**src/hdl/bbo1_pkg.sv**
```systemverilog
// Shared constants and types for the order-1 B-spline basis step.
// Depends on nothing; imported by bbo1_div and bspline_basis_order1_step.
`timescale 1ns / 1ps

package bbo1_pkg;

    localparam int DATA_WIDTH_DEF = 16;
    localparam int NUM_KNOTS      = 5;
    localparam int NUM_PREV       = 4;
    localparam int NUM_NEW        = 3;
    localparam int NUM_TERMS      = 2 * NUM_NEW;
    localparam int CFG_IDX_W      = 3;

    typedef enum logic [CFG_IDX_W-1:0] {
        IDX_KNOT_0 = 3'd0,
        IDX_KNOT_1 = 3'd1,
        IDX_KNOT_2 = 3'd2,
        IDX_KNOT_3 = 3'd3,
        IDX_KNOT_4 = 3'd4
    } cfg_idx_t;

    function automatic int knot_reset_val(int k);
        unique case (k)
            IDX_KNOT_0: return -4096;
            IDX_KNOT_1: return -3277;
            IDX_KNOT_2: return -2458;
            IDX_KNOT_3: return -1638;
            IDX_KNOT_4: return -819;
            default:    return 0;
        endcase
    endfunction

endpackage

```
**src/hdl/bbo1_div.sv**
```systemverilog
// Pipelined restoring divider: one quotient bit per register stage, truncating.
// Depends on bbo1_pkg for default widths.
`timescale 1ns / 1ps

module bbo1_div
    import bbo1_pkg::*;
#(
    parameter int NUM_W = 2 * DATA_WIDTH_DEF,
    parameter int DEN_W = DATA_WIDTH_DEF
)
(
    input  logic             clk,
    input  logic [NUM_W-1:0] num_in,
    input  logic [DEN_W-1:0] den,
    output logic [NUM_W-1:0] quot
);

    logic [DEN_W-1:0] rem_reg  [NUM_W];
    logic [NUM_W-1:0] num_reg  [NUM_W];
    logic [NUM_W-1:0] quot_reg [NUM_W];

    for (genvar s = 0; s < NUM_W; s++) begin : g_stage
        logic [DEN_W-1:0] rem_in;
        logic [NUM_W-1:0] num_cur;
        logic [NUM_W-1:0] quot_in;
        logic [DEN_W:0]   trial;
        logic [DEN_W+1:0] diff;
        logic             borrow;

        if (s == 0) begin : g_first
            assign rem_in  = '0;
            assign num_cur = num_in;
            assign quot_in = '0;
        end
        else begin : g_next
            assign rem_in  = rem_reg[s-1];
            assign num_cur = num_reg[s-1];
            assign quot_in = quot_reg[s-1];
        end

        assign trial  = {rem_in, num_cur[NUM_W-1]};
        assign diff   = {1'b0, trial} - {2'b00, den};
        assign borrow = diff[DEN_W+1];

        always_ff @(posedge clk)
        begin
            rem_reg[s]  <= borrow ? trial[DEN_W-1:0] : diff[DEN_W-1:0];
            num_reg[s]  <= num_cur << 1;
            quot_reg[s] <= {quot_in[NUM_W-2:0], ~borrow};
        end
    end

    assign quot = quot_reg[NUM_W-1];

endmodule

```
**config.mk**
```make
export PLATFORM = sky130hd
export DESIGN_NAME = bbo1_div
export DESIGN_NICKNAME = d
export VERILOG_FILES = /design/src/hdl/bbo1_pkg.sv /design/src/hdl/bbo1_div.sv
export SDC_FILE = /design/constraint.sdc
export NUM_CORES = 2
export LEC_CHECK = 0
export ABC_AREA = 1
export BUFFER_PORTS_ARGS = -buffer_cell sky130_fd_sc_hd__buf_2
export CAP_MARGIN = 10
export CORE_MARGIN = 5
export CORE_UTILIZATION = 55
export CTS_CLUSTER_DIAMETER = 80
export CTS_CLUSTER_SIZE = 10
export DETAILED_ROUTE_END_ITERATION = 7
export PLACE_DENSITY = 0.74
export REMOVE_ABC_BUFFERS = 1
export SYNTH_ARGS = -nofsm -noshare
export SYNTH_HDL_FRONTEND = slang
export SYNTH_SLANG_ARGS = --single-unit
```
**constraint.sdc**
```tcl
create_clock -name clk -period 3.8 [get_ports clk]
set_input_delay 0.95 -clock clk [delete_from_list [all_inputs] [get_ports clk]]
set_output_delay 0.95 -clock clk [all_outputs]
set_load 0.02 [all_outputs]
```
# ---- Word level (Yosys, flattened, before mapping)
# Memory sizes are Yosys's and may differ from the RTL's.
# Index checks and enable logic that the tools add are counted.
dict set report word_totals {
  ff_bits 0
  ramBits 2528
  in_bits 49
  out_inout_bits 32
  word_cells 99
  memories 3
}
dict set report classes {
  add_sub_neg 32
  n_mux 32
  bitwise_logic 32
}
# name words width read_ports rd_clocked_by_memory_dff write_ports line_no
set memory_table {}
lappend memory_table {quot_reg 32 32 32 0 32 bbo1_div.sv:20} ;# logic [NUM_W-1:0] quot_reg [NUM_W];
lappend memory_table {num_reg 32 31 31 0 32 bbo1_div.sv:19} ;# logic [NUM_W-1:0] num_reg [NUM_W];
lappend memory_table {rem_reg 32 16 31 0 32 bbo1_div.sv:18} ;# logic [DEN_W-1:0] rem_reg [NUM_W];
# cell n
set op_table {}
lappend op_table {{subtractor 17 x 16 -> 18 bit} 31}
lappend op_table {{2-to-1 mux 16 bit} 32}
lappend op_table {{NOT 1 bit} 32}
lappend op_table {{subtractor 1 x 16 -> 17 bit} 1}

# ---- Logic depth before layout (Yosys ltp)
# An unclocked memory read counts as a cell.
dict set report depth {
  word_depth 3
  mapped_depth 13
  ltp_nobuf 13
}

# ---- Worst setup path before layout
# OpenSTA, ideal clock, no wires.
dict set report synth_path {
  path_type {input port to flip-flop}
  start {in den[1]}
  end {mem rem_reg[14][8] in the netlist's numbering}
  setup_ps 112
  t_arrival_ps 3923
  required_time_ps 3688
  slack_ps -235
  cell_stages 11
  n_path_buf 1
  cell_sequence {inv_1 -> ha_1 -> nand2_1 -> nor2_1 -> nand3_2 -> nand3_2 -> nand2_4 -> nand2_8 -> buf_6 -> nand2_1 -> nand2_1}
}
# item line_no
set synth_lines {}
lappend synth_lines {{from (decl)} bbo1_div.sv:14} ;# input logic [DEN_W-1:0] den,
lappend synth_lines {{to (decl)} bbo1_div.sv:18}

==> results.cfg <==
[placement]
place.gp.congestion = 0.951
dp_hpwl_um = 117000
placed_area_mm2 = 0.0704
port_buffers = 80

[clock_tree]
cts_hold_buf = 0
clkSinkCount = 1520
cts_resized = 0
root_buffer = clkbuf_16
insertion_delay_ns = 0.82
htree_levels = 4
cts_buffers = 171
postCtsSetupBuffers = 0
path_clk_slew_ns = 0.06
clockBufferDepth = 3
cts_tree = yes

[synth]
yosys_warnings = 0
synthFlopType = dfxtp_1
synth_area_per_cell_um2 = 7.77
yosysTopAreaCellShare_pct = 44.7
yosysSeqAreaShare_pct = 44.7
synth-edff-count = 0
netlist_area_mm2 = 0.0680
netlist_instances = 8751
netlist_top_cells_area = dfxtp_1 (45%), nand2_1 (16%), ha_1 (9.1%), nand3_1 (6.2%), inv_1 (6.1%)
synthTopCellsByCount = nand2_1 (2,985), dfxtp_1 (1,520), inv_1 (1,108), nand3_1 (839), ha_1 (497)
yosysMostFrequentCell = nand2_1
synth_cell_types = 34
yosys.area.top_type = dfxtp_1
ys_async_sr_fraction_pct = 0
synth_seq_cells = 1520

[job]
max-cap-violations = 0

[setup_path]
cp.buffers_inverters = 4
r2r-start = rem_reg[15][11]
cp-start-kind = primary input
crit_chain = buf_2, inv_2, buf_12, buf_4, ha_1, nand2_1, nand2_1, nand2_1, a21oi_2, nor2_4, nand2_4, nand2_1, o21ai_0
crit_cells = 13
cp_top_family = simple AND/OR/NAND/NOR gates
crit_type = in2reg
worst_path_max_delay_cell = nor2_4
critPathMostFrequentCell = nand2_1
critPathMaxFanout = 18
required_ns = 4.46
worst_ep_arrival_time_ns = 3.21
reg2reg_depth = 9
rr_endpoint = rem_reg[16][12]
worstSetupEndpointType = flop
critical_path.max_stage_delay_ns = 0.37
regToRegSetupSlack_ns = 1.67

[floorplanning]
io_pins = 81
die_w_um = 362
placeableCoreArea_mm2 = 0.123
fp.dieArea_mm2 = 0.131
num_rows = 129
die_y_um = 362
floorplan.initialDensity_pct = 55.1

[drt]
routed_wl_um = 163000
drc = 0
postRouteAntennaNets = 0
firstDrtPassIters = 6
vias = 54183
vias_per_cell = 5.09
drtIter0Drc = 4168
wl_per_cell_um = 15.3

[cells_and_area]
fin_nets = 9554
postLayoutCellArea_mm2 = 0.0752
syn2layout_area_growth_pct = 10.6
fillCellCount = 10974
largest_reg_flops = 528
drive_above_1_share_pct = 8.54

[hold_path]
worstHoldStart = num_in[7]
min_to = num_reg[0][7]
min_path_cells = 1
min_path_type = in2reg

[timing]
max_freq_mhz = 392
post-route-min-period_ns = 2.55
tns_ns = 0
finalMaxSlewViolations = 0
slew-limit-headroom_pct = 57.4
rsz0062_at_grt = no
hold_violations = 0
setup_viol = 0
worst_pin_slew_ns = 0.639
period_share_pct = 67.0
finClkSkew_ns = 0.0564

[global_routing]
grt_max_degree = 33
grt_pass1_vias = 52186
grt_pass1_wl_um = 265000
antenna_found_initial = 1
grt_overflow_total = 0
grt_use_total_pct = 24.6

[power_and_ir_drop]
vdd_drop_max_uv = 625
power_density_mw_per_mm2 = 941
leakage_nw = 39.8
total_power_w = 0.0707

[outcome]
status = completed
-- cell type report --
type | instances | area, um^2 | area share, %
clock inverters | 17 | 422 | 0.561
clock buffers | 176 | 4350 | 5.78
inverters | 1187 | 4460 | 5.93
repair buffers | 138 | 1100 | 1.46
well taps | 1637 | 2050 | 2.72
multi-input cells | 5960 | 32400 | 43.1
diodes | 2 | 5.00 | 0.00665
flip-flops and latches | 1520 | 30400 | 40.5
-- metal layers --
layer	global-route usage (%)	part of all wire, %
met3	3.99	5.5
met4	7.61	2.7
met2	41.7	47
met5	0	0
met1	32.5	45
-- placed cells by master, fill, tap and decap left out, types with 80 or more instances in the layout --
master / instances
ha_1: 497
dfxtp_1: 1520
xor2_1: 147
nor2_1: 423
nand3_1: 839
nand3b_1: 98
nand3_2: 120
clkbuf_16: 172
a21oi_1: 304
inv_1: 1093
nand2_1: 2985
nand4_1: 88
inv_2: 93
buf_2: 80
-- cells by family (layout without fill, tap and decap cells) --
group | after synthesis | after routing | synth area share, %
compound gates | 402 | 402 | 3.14
other cells | 1 | 9 | 0.00551
buf+inv | 1277 | 1518 | 7.65
flops | 1520 | 1520 | 44.7
fa+ha+maj | 527 | 527 | 10.0
xor+xnor | 180 | 180 | 2.32
simple gates | 4844 | 4844 | 32.1
-- power breakdown --
part	internal [W]	leakage, nW	switching [W]
combinational	0.0115	24.7	0.0205
sequential	0.0215	12.8	0.00286
clock	0.00820	2.31	0.00617
-- worst max-delay path by stage --
stage             from               to  slack, ns
2_1_floorplan   den[1]   rem_reg[29][0]      -0.24
3_3_place_gp    den[2]  rem_reg[18][15]       0.48
3_5_place_dp    den[2]  rem_reg[16][12]       0.47
4_1_cts         den[2]  rem_reg[16][12]       1.33
5_1_grt         den[2]   rem_reg[18][0]       1.16
6_report       den[10]   rem_reg[28][0]       1.25
-- through the flow --
stage	util (%)	hold slack [ns]	instances	setup WS, ns
after CTS	61.0	0.182	10635	1.33
after global placement	57.1	0.310	10442	0.485
after global routing	61.0	0.195	10636	1.16
after floorplan	-	0.310	8667	-0.241
final	61.0	0.238	10637	1.25
after detailed placement	57.1	0.312	10442	0.467
Power figures use the tool's default switching activity.
